--- src/rtl/core/itp_pkg.sv ---
// itp_pkg: token and result codes, operator precedence and the command and
// status structs shared by the controller and datapath of the converter.
// No dependencies.
package itp_pkg;

  // input token kinds
  localparam logic [1:0] TOK_OPERAND = 2'd0;
  localparam logic [1:0] TOK_OPERATOR = 2'd1;
  localparam logic [1:0] TOK_OPEN = 2'd2;
  localparam logic [1:0] TOK_CLOSE = 2'd3;

  // result kinds
  localparam logic [1:0] RES_OPERAND = 2'd0;
  localparam logic [1:0] RES_OPERATOR = 2'd1;
  localparam logic [1:0] RES_END = 2'd2;
  localparam logic [1:0] RES_ERROR = 2'd3;

  // error codes
  localparam logic [1:0] ERR_NONE = 2'd0;
  localparam logic [1:0] ERR_UNMATCHED_CLOSE = 2'd1;
  localparam logic [1:0] ERR_UNMATCHED_OPEN = 2'd2;
  localparam logic [1:0] ERR_OVERFLOW = 2'd3;

  // operator codes
  localparam logic [3:0] OP_OR = 4'd0;
  localparam logic [3:0] OP_AND = 4'd1;
  localparam logic [3:0] OP_EQ = 4'd2;
  localparam logic [3:0] OP_NE = 4'd3;
  localparam logic [3:0] OP_LT = 4'd4;
  localparam logic [3:0] OP_GT = 4'd5;
  localparam logic [3:0] OP_LE = 4'd6;
  localparam logic [3:0] OP_GE = 4'd7;
  localparam logic [3:0] OP_ADD = 4'd8;
  localparam logic [3:0] OP_SUB = 4'd9;
  localparam logic [3:0] OP_MUL = 4'd10;
  localparam logic [3:0] OP_DIV = 4'd11;
  localparam logic [3:0] OP_POW = 4'd12;

  // stack entry for an open parenthesis
  localparam logic [3:0] PAREN_MARK = 4'd15;

  function automatic logic [2:0] op_prec(input logic [3:0] code);
    logic [2:0] p;
    case (code)
      OP_OR: p = 3'd1;
      OP_AND: p = 3'd2;
      OP_EQ, OP_NE: p = 3'd3;
      OP_LT, OP_GT, OP_LE, OP_GE: p = 3'd4;
      OP_ADD, OP_SUB: p = 3'd5;
      OP_MUL, OP_DIV: p = 3'd6;
      OP_POW: p = 3'd7;
      default: p = 3'd0;
    endcase
    return p;
  endfunction

  typedef struct packed {
    logic       accept;
    logic       emit;
    logic [1:0] emit_kind;
    logic [1:0] emit_err;
    logic       rel;
    logic       rel_eoe;
    logic       end_mark;
    logic       push;
    logic       push_paren;
    logic       pop;
    logic       clear;
    logic       set_disc;
    logic       clr_disc;
  } itp_cmd_t;

  typedef struct packed {
    logic [1:0] kind;
    logic       code_ok;
    logic       last;
    logic       disc;
    logic       fill_zero;
    logic       full;
    logic       top_paren;
    logic       pop_ok;
    logic       hold_valid;
    logic       out_free;
    logic       emitted;
  } itp_sts_t;

endpackage

--- src/rtl/core/itp_ram.sv ---
// itp_ram: generic single-port-write, single-port-read RAM with registered read.
// No dependencies.
module itp_ram #(
  parameter int WIDTH = 4,
  parameter int DEPTH = 16
) (
  input  logic                     clk,
  input  logic                     we,
  input  logic [$clog2(DEPTH)-1:0] waddr,
  input  logic [WIDTH-1:0]         wdata,
  input  logic [$clog2(DEPTH)-1:0] raddr,
  output logic [WIDTH-1:0]         rdata
);

  logic [WIDTH-1:0] mem_r [DEPTH];
  logic [WIDTH-1:0] rdata_r;

  always_ff @(posedge clk) begin
    if (we) begin
      mem_r[waddr] <= wdata;
    end
    rdata_r <= mem_r[raddr];
  end

  assign rdata = rdata_r;

endmodule

--- src/rtl/core/itp_datapath.sv ---
// itp_datapath: token latch, operator stack with fill count and top bypass,
// hold register and output register. Depends on itp_pkg and itp_ram.
module itp_datapath
  import itp_pkg::*;
#(
  parameter int STACK_DEPTH = 16
) (
  input  logic        clk,
  input  logic        rst_n,
  input  itp_cmd_t    cmd,
  output itp_sts_t    sts,
  input  logic [1:0]  in_token_kind,
  input  logic [3:0]  in_operator_code,
  input  logic [31:0] in_operand_handle,
  input  logic        in_last_token,
  output logic        out_valid,
  input  logic        out_stall,
  output logic [1:0]  out_kind,
  output logic [3:0]  out_operator,
  output logic [31:0] out_operand,
  output logic [1:0]  out_error_code,
  output logic        out_end_of_expression
);

  localparam int AW = $clog2(STACK_DEPTH);
  localparam int FW = $clog2(STACK_DEPTH + 1);

  // latched token
  logic [1:0]  tok_kind_r, tok_kind_nxt;
  logic [3:0]  tok_code_r, tok_code_nxt;
  logic [31:0] tok_handle_r, tok_handle_nxt;
  logic        tok_last_r, tok_last_nxt;

  // stack control
  logic [FW-1:0] fill_r, fill_nxt;
  logic          disc_r, disc_nxt;
  logic          emitted_r, emitted_nxt;
  logic          byp_valid_r, byp_valid_nxt;
  logic [3:0]    byp_r, byp_nxt;
  logic [3:0]    wr_data;
  logic [AW-1:0] rd_idx;
  logic [3:0]    rd_data;
  logic [3:0]    top;
  logic [2:0]    p_in, p_top;

  // hold and output registers
  logic        hold_valid_r, hold_valid_nxt;
  logic [1:0]  hold_kind_r, hold_kind_nxt;
  logic [3:0]  hold_op_r, hold_op_nxt;
  logic [31:0] hold_opnd_r, hold_opnd_nxt;
  logic [1:0]  hold_err_r, hold_err_nxt;
  logic        out_valid_r, out_valid_nxt;
  logic [1:0]  out_kind_r, out_kind_nxt;
  logic [3:0]  out_op_r, out_op_nxt;
  logic [31:0] out_opnd_r, out_opnd_nxt;
  logic [1:0]  out_err_r, out_err_nxt;
  logic        out_eoe_r, out_eoe_nxt;
  logic        out_free;
  logic        move;

  assign wr_data = cmd.push_paren ? PAREN_MARK : tok_code_r;

  itp_ram #(
    .WIDTH (4),
    .DEPTH (STACK_DEPTH)
  ) u_stack (
    .clk   (clk),
    .we    (cmd.push),
    .waddr (fill_r[AW-1:0]),
    .wdata (wr_data),
    .raddr (rd_idx),
    .rdata (rd_data)
  );

  // a freshly pushed entry is not yet visible through the registered read
  assign top = byp_valid_r ? byp_r : rd_data;
  assign p_in = op_prec(tok_code_r);
  assign p_top = op_prec(top);
  assign out_free = !out_valid_r || !out_stall;
  assign move = (cmd.emit && hold_valid_r) || cmd.rel;

  always_comb begin
    tok_kind_nxt = tok_kind_r;
    tok_code_nxt = tok_code_r;
    tok_handle_nxt = tok_handle_r;
    tok_last_nxt = tok_last_r;
    if (cmd.accept) begin
      tok_kind_nxt = in_token_kind;
      tok_code_nxt = in_operator_code;
      tok_handle_nxt = in_operand_handle;
      tok_last_nxt = in_last_token;
    end

    fill_nxt = fill_r;
    if (cmd.clear) begin
      fill_nxt = '0;
    end else if (cmd.push) begin
      fill_nxt = fill_r + FW'(1);
    end else if (cmd.pop) begin
      fill_nxt = fill_r - FW'(1);
    end
    // read address follows the next fill so the top is ready every cycle
    if (fill_nxt == '0) begin
      rd_idx = '0;
    end else begin
      rd_idx = AW'(fill_nxt - FW'(1));
    end
    byp_valid_nxt = cmd.push;
    byp_nxt = cmd.push ? wr_data : byp_r;

    disc_nxt = disc_r;
    if (cmd.set_disc) begin
      disc_nxt = 1'b1;
    end else if (cmd.clr_disc) begin
      disc_nxt = 1'b0;
    end
    emitted_nxt = emitted_r;
    if (cmd.accept) begin
      emitted_nxt = 1'b0;
    end else if (cmd.emit) begin
      emitted_nxt = 1'b1;
    end

    hold_valid_nxt = hold_valid_r;
    hold_kind_nxt = hold_kind_r;
    hold_op_nxt = hold_op_r;
    hold_opnd_nxt = hold_opnd_r;
    hold_err_nxt = hold_err_r;
    if (cmd.emit) begin
      hold_valid_nxt = 1'b1;
      hold_kind_nxt = cmd.emit_kind;
      hold_op_nxt = (cmd.emit_kind == RES_OPERATOR) ? top : 4'd0;
      hold_opnd_nxt = (cmd.emit_kind == RES_OPERAND) ? tok_handle_r : 32'd0;
      hold_err_nxt = cmd.emit_err;
    end else if (cmd.rel) begin
      hold_valid_nxt = 1'b0;
    end

    out_valid_nxt = out_valid_r && out_stall;
    out_kind_nxt = out_kind_r;
    out_op_nxt = out_op_r;
    out_opnd_nxt = out_opnd_r;
    out_err_nxt = out_err_r;
    out_eoe_nxt = out_eoe_r;
    if (move) begin
      out_valid_nxt = 1'b1;
      out_kind_nxt = hold_kind_r;
      out_op_nxt = hold_op_r;
      out_opnd_nxt = hold_opnd_r;
      out_err_nxt = hold_err_r;
      out_eoe_nxt = cmd.rel && cmd.rel_eoe;
    end else if (cmd.end_mark) begin
      out_valid_nxt = 1'b1;
      out_kind_nxt = RES_END;
      out_op_nxt = 4'd0;
      out_opnd_nxt = 32'd0;
      out_err_nxt = ERR_NONE;
      out_eoe_nxt = 1'b1;
    end
  end

  always_ff @(posedge clk) begin
    if (!rst_n) begin
      fill_r <= '0;
      disc_r <= 1'b0;
      emitted_r <= 1'b0;
      byp_valid_r <= 1'b0;
      hold_valid_r <= 1'b0;
      out_valid_r <= 1'b0;
    end else begin
      fill_r <= fill_nxt;
      disc_r <= disc_nxt;
      emitted_r <= emitted_nxt;
      byp_valid_r <= byp_valid_nxt;
      hold_valid_r <= hold_valid_nxt;
      out_valid_r <= out_valid_nxt;
    end
  end

  always_ff @(posedge clk) begin
    tok_kind_r <= tok_kind_nxt;
    tok_code_r <= tok_code_nxt;
    tok_handle_r <= tok_handle_nxt;
    tok_last_r <= tok_last_nxt;
    byp_r <= byp_nxt;
    hold_kind_r <= hold_kind_nxt;
    hold_op_r <= hold_op_nxt;
    hold_opnd_r <= hold_opnd_nxt;
    hold_err_r <= hold_err_nxt;
    out_kind_r <= out_kind_nxt;
    out_op_r <= out_op_nxt;
    out_opnd_r <= out_opnd_nxt;
    out_err_r <= out_err_nxt;
    out_eoe_r <= out_eoe_nxt;
  end

  always_comb begin
    sts.kind = tok_kind_r;
    sts.code_ok = (tok_code_r <= OP_POW);
    sts.last = tok_last_r;
    sts.disc = disc_r;
    sts.fill_zero = (fill_r == '0);
    sts.full = (fill_r == FW'(STACK_DEPTH));
    sts.top_paren = (top == PAREN_MARK);
    // pop while the top binds at least as tightly; pow only strictly tighter
    sts.pop_ok = (fill_r != '0) && (top != PAREN_MARK) &&
                 ((p_top > p_in) || ((p_top == p_in) && (tok_code_r != OP_POW)));
    sts.hold_valid = hold_valid_r;
    sts.out_free = out_free;
    sts.emitted = emitted_r;
  end

  assign out_valid = out_valid_r;
  assign out_kind = out_kind_r;
  assign out_operator = out_op_r;
  assign out_operand = out_opnd_r;
  assign out_error_code = out_err_r;
  assign out_end_of_expression = out_eoe_r;

endmodule

--- src/rtl/core/itp_ctrl.sv ---
// itp_ctrl: sequencing state machine of the converter; issues stack and
// result commands from the datapath status. Depends on itp_pkg.
module itp_ctrl
  import itp_pkg::*;
(
  input  logic     clk,
  input  logic     rst_n,
  input  logic     in_valid,
  output logic     in_stall,
  input  itp_sts_t sts,
  output itp_cmd_t cmd
);

  localparam logic [2:0] S_IDLE = 3'd0;
  localparam logic [2:0] S_EXEC = 3'd1;
  localparam logic [2:0] S_OPPOP = 3'd2;
  localparam logic [2:0] S_CLOSE = 3'd3;
  localparam logic [2:0] S_FLUSH = 3'd4;
  localparam logic [2:0] S_ERR = 3'd5;
  localparam logic [2:0] S_FIN = 3'd6;

  logic [2:0] state_r, state_nxt;
  logic [1:0] err_r, err_nxt;
  logic       emit_ok;
  logic [2:0] after_tok;

  // a new result may enter the hold stage once its old content can move on
  assign emit_ok = !sts.hold_valid || sts.out_free;
  assign after_tok = sts.last ? S_FLUSH : S_IDLE;
  assign in_stall = (state_r != S_IDLE);

  always_comb begin
    cmd = '0;
    state_nxt = state_r;
    err_nxt = err_r;
    case (state_r)
      S_IDLE: begin
        cmd.rel = sts.hold_valid && sts.out_free;
        if (in_valid) begin
          cmd.accept = 1'b1;
          state_nxt = S_EXEC;
        end
      end
      S_EXEC: begin
        if (sts.disc) begin
          state_nxt = sts.last ? S_FIN : S_IDLE;
        end else begin
          case (sts.kind)
            TOK_OPERAND: begin
              if (emit_ok) begin
                cmd.emit = 1'b1;
                cmd.emit_kind = RES_OPERAND;
                state_nxt = after_tok;
              end
            end
            TOK_OPERATOR: begin
              state_nxt = sts.code_ok ? S_OPPOP : after_tok;
            end
            TOK_OPEN: begin
              if (sts.full) begin
                err_nxt = ERR_OVERFLOW;
                state_nxt = S_ERR;
              end else begin
                cmd.push = 1'b1;
                cmd.push_paren = 1'b1;
                state_nxt = after_tok;
              end
            end
            default: begin
              state_nxt = S_CLOSE;
            end
          endcase
        end
      end
      S_OPPOP: begin
        if (sts.pop_ok) begin
          if (emit_ok) begin
            cmd.emit = 1'b1;
            cmd.emit_kind = RES_OPERATOR;
            cmd.pop = 1'b1;
          end
        end else if (sts.full) begin
          err_nxt = ERR_OVERFLOW;
          state_nxt = S_ERR;
        end else begin
          cmd.push = 1'b1;
          state_nxt = after_tok;
        end
      end
      S_CLOSE: begin
        if (sts.fill_zero) begin
          err_nxt = ERR_UNMATCHED_CLOSE;
          state_nxt = S_ERR;
        end else if (sts.top_paren) begin
          cmd.pop = 1'b1;
          state_nxt = after_tok;
        end else if (emit_ok) begin
          cmd.emit = 1'b1;
          cmd.emit_kind = RES_OPERATOR;
          cmd.pop = 1'b1;
        end
      end
      S_FLUSH: begin
        if (sts.fill_zero) begin
          state_nxt = S_FIN;
        end else if (sts.top_paren) begin
          err_nxt = ERR_UNMATCHED_OPEN;
          state_nxt = S_ERR;
        end else if (emit_ok) begin
          cmd.emit = 1'b1;
          cmd.emit_kind = RES_OPERATOR;
          cmd.pop = 1'b1;
        end
      end
      S_ERR: begin
        if (emit_ok) begin
          cmd.emit = 1'b1;
          cmd.emit_kind = RES_ERROR;
          cmd.emit_err = err_r;
          cmd.clear = 1'b1;
          if (sts.last) begin
            state_nxt = S_FIN;
          end else begin
            cmd.set_disc = 1'b1;
            state_nxt = S_IDLE;
          end
        end
      end
      S_FIN: begin
        // the last result of this token takes the end flag; with none, a marker
        if (sts.out_free) begin
          if (sts.emitted) begin
            cmd.rel = 1'b1;
            cmd.rel_eoe = 1'b1;
            cmd.clear = 1'b1;
            cmd.clr_disc = 1'b1;
            state_nxt = S_IDLE;
          end else if (sts.hold_valid) begin
            cmd.rel = 1'b1;
          end else begin
            cmd.end_mark = 1'b1;
            cmd.clear = 1'b1;
            cmd.clr_disc = 1'b1;
            state_nxt = S_IDLE;
          end
        end
      end
      default: begin
        state_nxt = S_IDLE;
      end
    endcase
  end

  always_ff @(posedge clk) begin
    if (!rst_n) begin
      state_r <= S_IDLE;
      err_r <= ERR_NONE;
    end else begin
      state_r <= state_nxt;
      err_r <= err_nxt;
    end
  end

endmodule

--- src/rtl/core/infix_to_postfix_converter_unit.sv ---
// infix_to_postfix_converter_unit: top level of the shunting-yard converter.
// Depends on itp_pkg, itp_ctrl, itp_datapath (and through it itp_ram).
//
//   channel  direction  handshake          payload
//   in_      request in   in_valid/in_stall    token kind, operator, handle, last
//   out_     request out  out_valid/out_stall  kind, operator, operand, error, end
//
// A request is first taken and then processed, and the converter takes no new
// request until it is back in idle; operator and close requests add a stack step,
// and every operator popped adds a step. The last request of an expression adds
// an empty-stack check and the end flag (a dropped one only the end flag), plus
// a release step while an earlier result still sits in the hold stage; an error
// result adds a step.
// Stack pops are bound by the single-read stack RAM.
// Reset clears the fill count, so the stack needs no clearing pass.
// A held output stalls only the steps that produce a further result.
module infix_to_postfix_converter_unit
  import itp_pkg::*;
#(
  parameter int STACK_DEPTH = 16
) (
  input  logic        clk,
  input  logic        rst_n,
  input  logic        in_valid,
  output logic        in_stall,
  input  logic [1:0]  in_token_kind,
  input  logic [3:0]  in_operator_code,
  input  logic [31:0] in_operand_handle,
  input  logic        in_last_token,
  output logic        out_valid,
  input  logic        out_stall,
  output logic [1:0]  out_kind,
  output logic [3:0]  out_operator,
  output logic [31:0] out_operand,
  output logic [1:0]  out_error_code,
  output logic        out_end_of_expression
);

  itp_cmd_t cmd;
  itp_sts_t sts;

  itp_ctrl u_ctrl (
    .clk      (clk),
    .rst_n    (rst_n),
    .in_valid (in_valid),
    .in_stall (in_stall),
    .sts      (sts),
    .cmd      (cmd)
  );

  itp_datapath #(
    .STACK_DEPTH (STACK_DEPTH)
  ) u_datapath (
    .clk                   (clk),
    .rst_n                 (rst_n),
    .cmd                   (cmd),
    .sts                   (sts),
    .in_token_kind         (in_token_kind),
    .in_operator_code      (in_operator_code),
    .in_operand_handle     (in_operand_handle),
    .in_last_token         (in_last_token),
    .out_valid             (out_valid),
    .out_stall             (out_stall),
    .out_kind              (out_kind),
    .out_operator          (out_operator),
    .out_operand           (out_operand),
    .out_error_code        (out_error_code),
    .out_end_of_expression (out_end_of_expression)
  );

endmodule

--- config.mk ---
export PLATFORM = sky130hd
export DESIGN_NAME = infix_to_postfix_converter_unit
export DESIGN_NICKNAME = d
export VERILOG_FILES = /design/src/rtl/core/itp_pkg.sv /design/src/rtl/core/itp_ram.sv /design/src/rtl/core/itp_datapath.sv /design/src/rtl/core/itp_ctrl.sv /design/src/rtl/core/infix_to_postfix_converter_unit.sv
export SDC_FILE = /design/constraint.sdc
export NUM_CORES = 1
export LEC_CHECK = 0
export BUFFER_PORTS_ARGS = -buffer_cell sky130_fd_sc_hd__buf_2
export CELL_PAD_IN_SITES_DETAIL_PLACEMENT = 1
export CELL_PAD_IN_SITES_GLOBAL_PLACEMENT = 2
export CORE_AREA = 2 2 151 153
export CTS_BUF_LIST = sky130_fd_sc_hd__clkbuf_8
export DETAILED_ROUTE_END_ITERATION = 7
export DIE_AREA = 0 0 153 155
export PLACE_DENSITY = 0.9
export SETUP_SLACK_MARGIN = 0.05
export SLEW_MARGIN = 0
export SYNTH_ARGS = -nofsm -noshare
export SYNTH_HDL_FRONTEND = slang
export SYNTH_SLANG_ARGS = --single-unit
--- constraint.sdc ---
create_clock -name clk -period 8.5 [get_ports clk]
set_input_delay 0.425 -clock clk [delete_from_list [all_inputs] [get_ports clk]]
set_output_delay 0.425 -clock clk [all_outputs]
set_load 0.02 [all_outputs]
==> results.tsv, run 1 <==
metric	value	unit
outcome	finished clean	
WL/cell	20.1	um
M1 GR Usage	24.2	%
Worst Setup End Kind	flop	
Via density	5.44	
GPL Wtd Cong	0.828	
final cell count without fillers	1123	
fill cell count	2358	
Setup CP Type	reg2reg	
initial drt markers	387	
Initial Util	42.0	%
reg2reg path depth	21	
post-synthesis cell type count	82	
TritonCTS Sinks	210	
flops & latches, synth	210	
CP Data Arrival Time	6890	ps
layout cells sized above 1	22.3	%
Die H	155	um
core area	22200	um2
final net count	864	
biggest cell delay along the critical path	1110	ps
min Tclk post-route	6420	ps
endpoints failing hold	0	
largest net degree at the start of global routing	44	
grt peak-use layer	met2	
Total GRT Usage	18.9	%
Crit-path slowest cell	ha_1	
R2R setup slack	2080	ps
critical path launch point type	flop	
vias in the first global route	6377	
Worst slew margin	27.5	%
met2 usage	32.7	%
Sw Ratio	38.9	%
Flop pwr share	39.1	%
Fin Clk Skew	31.3	ps
Min-Delay Endpoint	u_datapath.tok_handle_r[7]$_DFFE_PP_	
Synthesized Nets	771	
initial antenna violation count	1	
Post-synth EDFFs	188	
Pre-Repair DR Iteration Count	4	
pwr/cell area	351	nW/um2
Worst-Margin Slew	1080	ps
R2R Path End	u_datapath.u_stack.rdata[1]$_DFF_P_	
total grt overflow	0	
top cell type's share of synthesized area	60.5	%
Residual DRC	0	
Reg2Reg Launch Point	u_datapath.byp_valid_r$_SDFF_PN0_	
Routed Antenna Nets	0	
CTS resizes	0	
met3 Use GR	2.98	%
Pins Over Slew Limit	0	
Clock Tree Buf Depth	3	
top cells by area, synth	edfxtp_1 (61%), and2_1 (5.0%), dfxtp_1 (4.7%), nand2_1 (2.7%), mux2i_1 (1.8%)	
setup TNS	0	ps
worst hold slack	71.9	ps
worst hold start	in_operand_handle[7]	
number of I/O pins	86	
CTS tree	done	
CP Data Required Time	8970	ps
Synth Flop Type	edfxtp_1	
cell taking the most area after synthesis	edfxtp_1	
CTS root buf	clkbuf_8	
Max Cap Violations	0	
Setup Viol. Count Final	0	
vias	6114	
Area growth syn-to-layout	13.8	%
critical path cell sequence	mux2i_1, nand2_1, nand3_1, o21ai_0, o21ai_0, ha_1, nand3_1, o31ai_1, o31ai_1, buf_4, inv_1, a211oi_1, nor3_2, buf_4, inv_1, ha_1, nand2_1, o21ai_2, nand2_1, a32oi_1, and3_1	
total number of H-tree levels	2	
Mapped Area	9330	um2
Die W	153	um
maximum fanout along the worst path	34	
f_max	0.156	GHz
Placed Instances	1059	
Yosys warning count	0	
Final HPWL DP	15.5	mm
setup bufs post-CTS	0	
Max IR drop VDD	0.000233	V
Site Rows	55	
Seq/Total Area, Yosys	65.3	%
Async SR Flop Fraction	0	%
worst min path class	in2reg	
# hold bufs at CTS	0	
period utilisation layout	75.5	%
Sw Pwr	0.00145	W
hold path cells	1	
power share of the clock group	22.9	%
die area	23700	um2
RSZ-0062 raised after global routing	false	
Worst-path clk slew	60	ps
combinational share of power	38.0	%
Syn Area/Cell	13.0	um2
LEAKAGE	3.81	nW
Crit path top cell by count	nand2_1	
worst skew pair latency	530	ps
first-pass GRT wire length	35.4	mm
port bufs	85	
final wirelength	22.6	mm
Mapped Cells	718	
cts bufs inserted	35	
Internal	0.00228	W
## Yosys cell counts (3+ instances only)
cell type / number
nand2_1: 67
and2_1: 75
o211ai_1: 12
and3_2: 9
a31oi_1: 12
inv_1: 18
a21boi_0: 4
edfxtp_1: 188
o31ai_1: 4
nor2b_1: 4
a22o_1: 4
and2_2: 3
clkbuf_8: 4
nor2_1: 34
a211oi_1: 4
a21o_1: 4
mux2i_1: 17
o21ai_0: 30
clkbuf_1: 16
buf_2: 4
buf_6: 5
nand2b_1: 7
a22oi_1: 4
nor3_1: 12
nand3_1: 24
a32oi_1: 4
a21oi_1: 24
a211o_1: 3
nand4_1: 5
and3_1: 16
mux2_2: 5
ha_1: 10
dfxtp_1: 22
o22ai_1: 4
or3_2: 3
## final cells by class
class	instances	area, um2	area share, %
clock buffer	38	523	4.93
timing repair buffer	90	463	4.36
tap	285	357	3.36
sequential	210	6090	57.4
inverter	18	67.6	0.637
antenna	1	2.50	0.0236
multi-input combinational	456	2970	28.0
clock inverter	25	146	1.38
## flip-flops by register name, indices dropped and copies added (netlist names), 2 cells and up
register and cells:
u_datapath.u_stack.mem_r 64, u_datapath.hold_opnd_r 32, u_datapath.out_operand 32, u_datapath.tok_handle_r 32, u_datapath.fill_r 5, u_datapath.byp_r 4
u_datapath.hold_op_r 4, u_datapath.out_operator 4, u_datapath.tok_code_r 4, u_datapath.u_stack.rdata 4, u_ctrl.state_r 3, u_datapath.p_in 3
u_ctrl.err_r 2, u_datapath.hold_err_r 2, u_datapath.hold_kind_r 2, u_datapath.out_error_code 2, u_datapath.out_kind 2, u_datapath.tok_kind_r 2
## placed cells by master (no fill, tap or decap), types with 7 or more instances in the layout
cell and count:
inv_1 26, and2_1 74, a21oi_1 24, o211ai_1 12, and3_1 16, nand2_1 66, a31oi_1 12, edfxtp_1 188
nand3_1 24, dfxtp_1 22, clkinv_1 9, nor2_1 34, nor3_1 12, mux2i_1 17, and3_2 9, buf_2 85
ha_1 10, nand2b_1 7, clkbuf_8 38, o21ai_0 29
## per-stage QoR
stage | utilization, % | power (W) | setup WS [ps] | area (um2)
after floorplan | - | 0.00254 | 1160 | 9330
after global placement | 44.7 | 0.00283 | 2660 | 9940
after detailed placement | 44.7 | 0.00288 | 2190 | 9940
after CTS | 47.7 | 0.00374 | 2150 | 10600
after global routing | 47.7 | 0.00396 | 1450 | 10600
final | 47.7 | 0.00372 | 2080 | 10600
## kinds of logic after synthesis
logic type,after synthesis,synth area share [%]
AO/OA/AOI/OAI,145,11.4
XOR/XNOR,1,0.0939
adder cells (fa/ha/maj),10,1.34
buffers and inverters,52,3.13
flip-flops,210,65.3
multiplexers,22,2.43
AND/OR/NAND/NOR,278,16.3
## critical path: cells and delay by family, from the launching register on
family	cells	cell delay (ps)
fa+ha+maj	2	1320
flops	1	540
compound gates	7	1710
simple gates	7	1010
mux	1	440
buf+inv	4	1330
## how the worst max path moves through the flow
stage                                       from                                              to  slack (ps)  cells after the start
2_1_floorplan  u_datapath.byp_valid_r$_SDFF_PN0_  u_datapath.out_end_of_expression$_SDFFCE_PN1P_        1160                     19
3_3_place_gp   u_datapath.byp_valid_r$_SDFF_PN0_             u_datapath.u_stack.rdata[1]$_DFF_P_        2660                     21
3_5_place_dp   u_datapath.byp_valid_r$_SDFF_PN0_             u_datapath.u_stack.rdata[1]$_DFF_P_        2190                     21
4_1_cts        u_datapath.byp_valid_r$_SDFF_PN0_             u_datapath.u_stack.rdata[1]$_DFF_P_        2150                     21
5_1_grt        u_datapath.byp_valid_r$_SDFF_PN0_             u_datapath.u_stack.rdata[3]$_DFF_P_        1450                     21
6_report       u_datapath.byp_valid_r$_SDFF_PN0_             u_datapath.u_stack.rdata[1]$_DFF_P_        2080                     21
## power by group through the flow
stage	Sequential (W)	Combinational, W	Clock, W
after global routing	0.00147	0.00157	0.000920
after floorplan	0.00145	0.00109	0
after global placement	0.00147	0.00136	0
after detailed placement	0.00148	0.00140	0
final	0.00146	0.00141	0.000854
after CTS	0.00146	0.00141	0.000876
## per-layer routing
| layer | up-vias | share of wire [%] |
|---|---|---|
| met5 | - | 0 |
| met4 | 0 | 3.2 |
| met3 | 57 | 4.3 |
| met2 | 156 | 50 |
| met1 | 3030 | 43 |
| li1 | 2871 | - |
Power figures use the tool's default switching activity.
==> run 2, diff against run 1 <==
--- a/config.mk
+++ b/config.mk
@@ -8,11 +8,11 @@
 export BUFFER_PORTS_ARGS = -buffer_cell sky130_fd_sc_hd__buf_2
 export CELL_PAD_IN_SITES_DETAIL_PLACEMENT = 1
 export CELL_PAD_IN_SITES_GLOBAL_PLACEMENT = 2
-export CORE_AREA = 2 2 151 153
+export CORE_AREA = 2 2 158 160
 export CTS_BUF_LIST = sky130_fd_sc_hd__clkbuf_8
 export DETAILED_ROUTE_END_ITERATION = 7
-export DIE_AREA = 0 0 153 155
-export PLACE_DENSITY = 0.9
+export DIE_AREA = 0 0 160 162
+export PLACE_DENSITY = 0.87
 export SETUP_SLACK_MARGIN = 0.05
 export SLEW_MARGIN = 0
 export SYNTH_ARGS = -nofsm -noshare
==> constraint.sdc (replaced) <==
create_clock -name clk -period 5.6 [get_ports clk]
set_input_delay 0.28 -clock clk [delete_from_list [all_inputs] [get_ports clk]]
set_output_delay 0.28 -clock clk [all_outputs]
set_load 0.02 [all_outputs]
==> results.tsv, run 2 (same netlist as run 1, synthesis figures left out) <==
metric	value	unit	change
RSZ-0062 raised after global routing	false		
maximum fanout along the worst path	25		-26%
Clock Tree Buf Depth	3		unchanged
Area growth syn-to-layout	20.0	%	
worst hold slack	79.3	ps	+7.40 ps
post-route cell area	11200	um2	+5.4%
vias	6364		+4.1%
final cell count without fillers	1207		+7.5%
Crit path top cell by count	inv_1		
Routed Antenna Nets	0		unchanged
f_max	0.196	GHz	+26%
R2R Path End	u_datapath.u_stack.rdata[1]$_DFF_P_		
Setup CP Type	reg2reg		
WL/cell	21.0	um	+4.5%
Reg area	6090	um2	about the same
Crit-path slowest cell	dfxtp_2		
worst min path class	in2reg		
most common cell after layout, fill and taps aside	edfxtp_1		
max reg flops	64		unchanged
CTS tree	done		
Max IR drop VDD	0.000481	V	+110%
largest net degree at the start of global routing	43		-2.3%
final net count	910		+5.3%
CP Data Required Time	6060	ps	-2910 ps
Initial Util	38.7	%	-3.3 points
Site Rows	57		+3.6%
min Tclk post-route	5110	ps	-1310 ps
Worst slew margin	45.0	%	+18 points
die area	25900	um2	+9.3%
Die H	162	um	+4.5%
total grt overflow	0		unchanged
CP Data Arrival Time	5580	ps	-1310 ps
Final HPWL DP	15.3	mm	-1.0%
placed cell area	10000	um2	+0.94%
reg2reg path depth	22		+4.8%
initial antenna violation count	1		unchanged
multi-input logic area	2990	um2	+0.84%
setup TNS	0	ps	unchanged
LEAKAGE	4.06	nW	+6.6%
Reg2Reg Launch Point	u_datapath.byp_valid_r$_SDFF_PN0_		
most frequent cells in the layout	edfxtp_1 (188), buf_2 (85), and2_1 (74)		
max layer used	met4		
fill cell count	2593		+10%
final wirelength	25.3	mm	+12%
GPL Wtd Cong	0.854		+3.2%
Max Cap Violations	0		unchanged
Setup Viol. Count Final	0		unchanged
endpoints failing hold	0		unchanged
Pins Over Slew Limit	0		unchanged
number of I/O pins	86		unchanged
critical path cell sequence	mux2_2, a21boi_0, o22ai_1, ha_1, nand2_1, o21ai_0, o31ai_1, o31ai_1, inv_1, buf_4, a211oi_1, nor3_2, inv_1, buf_4, ha_1, inv_1, a311oi_2, a21boi_2, a21oi_2, o31ai_4, a32oi_1, and3_1		
Largest Register	u_datapath.u_stack.mem_r		
port bufs	85		unchanged
Residual DRC	0		unchanged
period utilisation layout	91.3	%	+16 points
critical path launch point type	flop		
R2R setup slack	490	ps	-1590 ps
Placed Instances	1104		+4.2%
total number of H-tree levels	2		unchanged
cts bufs inserted	35		unchanged
vias in the first global route	6930		+8.7%
CTS root buf	clkbuf_8		
Pre-Repair DR Iteration Count	5		+1
TritonCTS Sinks	210		unchanged
metal2 WL	13.3	mm	+18%
Via density	5.27		-3.2%
crit path capture	u_datapath.u_stack.rdata[1]$_DFF_P_		
pwr/cell area	531	nW/um2	+51%
biggest cell delay along the critical path	460	ps	-650 ps
outcome	finished clean		
layout cells sized above 1	22.2	%	-0.12 points
Die W	160	um	+4.6%
wl on met1	10.0	mm	+4.6%
Worst-path clk slew	60	ps	about the same
core area	24100	um2	+8.4%
initial drt markers	454		+17%
Total GRT Usage	19.6	%	+0.70 points
worst skew pair latency	530	ps	about the same
Fin Clk Skew	22.7	ps	-8.59 ps
CP startpoint	u_datapath.byp_valid_r$_SDFF_PN0_		
Worst-Margin Slew	825	ps	-259 ps
Routed met3 length	1.19	mm	+22%
first-pass GRT wire length	39.2	mm	+11%
Worst Setup End Kind	flop		
## run 2: cell count changes in the layout (fill, tap and decap cells not counted), moves of 2 or more
cell / previous run / this run
bufinv_16: 1 / 4
buf_4: 5 / 11
clkbuf_8: 38 / 36
clkinv_1: 9 / 2
dlygate4sd3_1: 0 / 40
mux2i_1: 17 / 15
inv_1: 26 / 34
clkinv_2: 4 / 0
## run 2: final cells by class
type                            count  area share, %
Sequential cell                   210           54.4
Antenna cell                        1         0.0224
Clock inverter                     26           2.05
Tap cell                          324           3.62
Timing Repair Buffer              136           8.12
Inverter                           18          0.604
Multi-Input combinational cell    456           26.7
Clock buffer                       36           4.43
## run 2: worst min-delay path by stage
| stage | slack (ps) | cells after the start | startpoint | end |
|---|---|---|---|---|
| floorplan | 380 | 0 | in_operator_code[0] | u_datapath.tok_code_r[0]$_DFFE_PP_ |
| global placement | 460 | 1 | in_operand_handle[24] | u_datapath.tok_handle_r[24]$_DFFE_PP_ |
| detailed placement | 460 | 1 | in_last_token | u_datapath.tok_last_r$_DFFE_PP_ |
| CTS | 10 | 3 | out_stall | u_datapath.out_valid$_SDFF_PN0_ |
| global route | 70 | 3 | out_stall | u_datapath.out_valid$_SDFF_PN0_ |
| finish | 80 | 3 | out_stall | u_datapath.out_valid$_SDFF_PN0_ |
## run 2: what timing repair did
action | in CTS | in global routing
hold endpoints to repair | 40 | 0
endpoints found under the setup margin | 0 | 4
resized for setup | 0 | 6
buffers inserted | 0 | 0
hold buffers | 40 | 0
## run 2: report_power, final
part           switching (W)  internal, W
Combinational        0.00151     0.000778
Clock               0.000652     0.000791
Sequential          0.000152      0.00206
## run 2: critical path: cells and delay by family (launching register included)
family | cells | cell delay (ps)
adders and majority gates | 2 | 600
AOI/OAI and AO/OA | 11 | 2440
buffers and inverters | 5 | 800
muxes | 1 | 390
DFF | 1 | 460
and+or+nand+nor | 3 | 350
## run 2: metrics by stage
stage | total power (W) | utilization [%] | setup WS, ps
4_1_cts | 0.00587 | 46.3 | 321
5_1_grt | 0.00627 | 46.4 | 102
6_report | 0.00594 | 46.4 | 487
3_5_place_dp | 0.00442 | 41.6 | 358
2_1_floorplan | 0.00385 | - | 130
3_3_place_gp | 0.00434 | 41.6 | 535
## run 2: metal layers
layer / GRT usage [%] / vias up
met1: 22.7 / 3166
met5: 0 / -
met2: 35.8 / 191
met4: 8.23 / 0
met3: 3.29 / 52
li1: - / 2955
==> run 3, diff against run 2 <==
--- a/config.mk
+++ b/config.mk
@@ -6,12 +6,13 @@
 export NUM_CORES = 1
 export LEC_CHECK = 0
 export BUFFER_PORTS_ARGS = -buffer_cell sky130_fd_sc_hd__buf_2
+export CAP_MARGIN = 5
 export CELL_PAD_IN_SITES_DETAIL_PLACEMENT = 1
 export CELL_PAD_IN_SITES_GLOBAL_PLACEMENT = 2
-export CORE_AREA = 2 2 158 160
+export CORE_AREA = 2 2 120 210
 export CTS_BUF_LIST = sky130_fd_sc_hd__clkbuf_8
 export DETAILED_ROUTE_END_ITERATION = 7
-export DIE_AREA = 0 0 160 162
+export DIE_AREA = 0 0 122 212
 export PLACE_DENSITY = 0.87
 export SETUP_SLACK_MARGIN = 0.05
 export SLEW_MARGIN = 0
==> results.tsv, run 3 (same netlist as run 1, synthesis figures left out) <==
metric	value	unit	change
outcome	finished clean		
biggest cell delay along the critical path	680	ps	+220 ps
setup bufs post-CTS	0		unchanged
TritonCTS Sinks	210		unchanged
f_max	0.194	GHz	-0.60%
final core utilization	45.6	%	-0.80 points
post-route cell area	11100	um2	-1.1%
cts bufs inserted	29		-17%
min Tclk post-route	5140	ps	+30.9 ps
power consumption	0.00569	W	-4.3%
endpoints failing hold	0		unchanged
pwr/cell area	514	nW/um2	-3.2%
Final HPWL DP	16.7	mm	+9.3%
Via density	5.24		-0.57%
Die H	212	um	+31%
largest net degree at the start of global routing	43		unchanged
total number of H-tree levels	1		-1
maximum fanout along the worst path	16		-36%
RSZ-0062 raised after global routing	false		
max reg flops	64		unchanged
number of I/O pins	86		unchanged
Fin Clk Skew	17.7	ps	-5.03 ps
Residual DRC	0		unchanged
Max IR drop VDD	0.000205	V	-57%
critical path cell sequence	mux2i_2, nand2_1, nand3_1, o21ai_0, o21ai_0, ha_1, nand3_1, o31ai_1, o31ai_1, inv_1, buf_4, a211oi_1, nor3_2, inv_1, buf_4, ha_1, inv_1, a311oi_1, a21boi_2, a21oi_2, o31ai_4, nand4_1, and3_1		
Worst-Margin Slew	894	ps	+69.4 ps
critical path launch point type	flop		
initial drt markers	324		-29%
Crit-path slowest cell	o31ai_1		
vias in the first global route	6787		-2.1%
setup TNS	0	ps	unchanged
CTS root buf	clkbuf_8		
Largest Register	u_datapath.u_stack.mem_r		
final net count	909		-0.11%
setup ws final	456	ps	-30.9 ps
CP Data Arrival Time	5600	ps	+20 ps
total grt overflow	0		unchanged
layout cells sized above 1	22.3	%	+0.10 points
placed cell area	10000	um2	+0.15%
Worst slew margin	40.4	%	-4.6 points
Setup Viol. Count Final	0		unchanged
Area growth syn-to-layout	18.6	%	
vias	6244		-1.9%
Pre-Repair DR Iteration Count	4		-1
minimum setup slack after placement	419	ps	+61.5 ps
Clock Tree Buf Depth	3		unchanged
die area	25900	um2	-0.22%
Pins Over Slew Limit	0		unchanged
Worst Setup End Kind	flop		
fill cell count	2563		-1.2%
LEAKAGE	3.99	nW	-1.7%
Max Cap Violations	0		unchanged
WP buf/inv	5		unchanged
Site Rows	76		+33%
Setup CP Type	reg2reg		
core area	24200	um2	+0.59%
CTS tree	done		
Worst-path clk slew	70	ps	about the same
first-pass GRT wire length	36.7	mm	-6.3%
Routed Antenna Nets	0		unchanged
worst skew pair latency	570	ps	+40 ps
most frequent cells in the layout	edfxtp_1 (188), buf_2 (85), and2_1 (74)		
WL/cell	20.0	um	-4.7%
period utilisation layout	91.9	%	+0.55 points
Initial Util	38.5	%	-0.23 points
most common cell after layout, fill and taps aside	edfxtp_1		
worst min path class	in2reg		
initial antenna violation count	0		-1
port bufs	85		unchanged
Die W	122	um	-24%
Crit path top cell by count	inv_1		
CP Data Required Time	6060	ps	about the same
Total GRT Usage	18.6	%	-0.96 points
GPL Wtd Cong	0.862		+0.98%
final wirelength	23.8	mm	-6.0%
delay-heaviest family, CP	compound AO/OA/AOI/OAI gates		
==> run 3: worst register-to-register path, stage by stage, from the launching register on <==
cell and delay (ps):
dfxtp_1 560, mux2i_2 380, nand2_1 170, nand3_1 120, o21ai_0 70, o21ai_0 190, ha_1 210, nand3_1 100
o31ai_1 680, o31ai_1 220, inv_1 90, buf_4 220, a211oi_1 90, nor3_2 200, inv_1 60, buf_4 180
ha_1 270, inv_1 80, a311oi_1 50, a21boi_2 250, a21oi_2 130, o31ai_4 270, nand4_1 210, and3_1 230
==> run 3: final timing paths <==
| kind | startpoint | end | slack (ps) | cells after the start |
|---|---|---|---|---|
| worst max register to register | u_datapath.byp_valid_r$_SDFF_PN0_ | u_datapath.u_stack.rdata[0]$_DFF_P_ | 460 | 23 |
| worst max-delay path | u_datapath.byp_valid_r$_SDFF_PN0_ | u_datapath.u_stack.rdata[0]$_DFF_P_ | 460 | 23 |
| worst min-delay path | in_valid | u_datapath.tok_handle_r[29]$_DFFE_PP_ | 400 | 2 |
| worst min register to register | u_datapath.hold_err_r[0]$_SDFFCE_PN0P_ | u_datapath.out_error_code[0]$_SDFFCE_PN0P_ | 510 | 1 |
==> run 3: through the flow <==
stage,hold slack (ps),std cells
final,401,1191
after global routing,407,1190
after CTS,383,1190
after detailed placement,458,1096
after global placement,457,1096
after floorplan,379,718
==> run 3: final cells by class <==
type	count	area, um2	share of cell area, %
Antenna cell	1	2.50	0.0226
Clock buffer	32	440	3.98
Clock inverter	21	140	1.27
Inverter	18	67.6	0.611
Multi-Input combinational cell	456	2980	27.0
Sequential cell	210	6090	55.0
Tap cell	312	390	3.53
Timing Repair Buffer	141	948	8.58
==> run 3: metal layers <==
metal | vias to the layer above | routed length (um) | global-route usage (%)
li1 | 2958 | - | -
met1 | 3060 | 8300 | 17.8
met2 | 147 | 13200 | 36.5
met3 | 79 | 874 | 2.25
met4 | 0 | 1480 | 11.2
met5 | - | 0 | 0
==> run 3: repair_timing <==
action	4_1_cts	5_1_grt
endpoints found under the setup margin	0	4
hold buffers	41	0
resized for setup	0	4
hold endpoints to repair	42	0
==> run 3: power breakdown <==
| part | switching [W] | total [W] | leakage (nW) | internal (W) |
|---|---|---|---|---|
| combinational | 0.00153 | 0.00232 | 1.77 | 0.000799 |
| sequential | 0.000119 | 0.00218 | 1.88 | 0.00206 |
| clock | 0.000566 | 0.00118 | 0.335 | 0.000618 |
| total | 0.00221 | 0.00569 | 3.99 | 0.00347 |
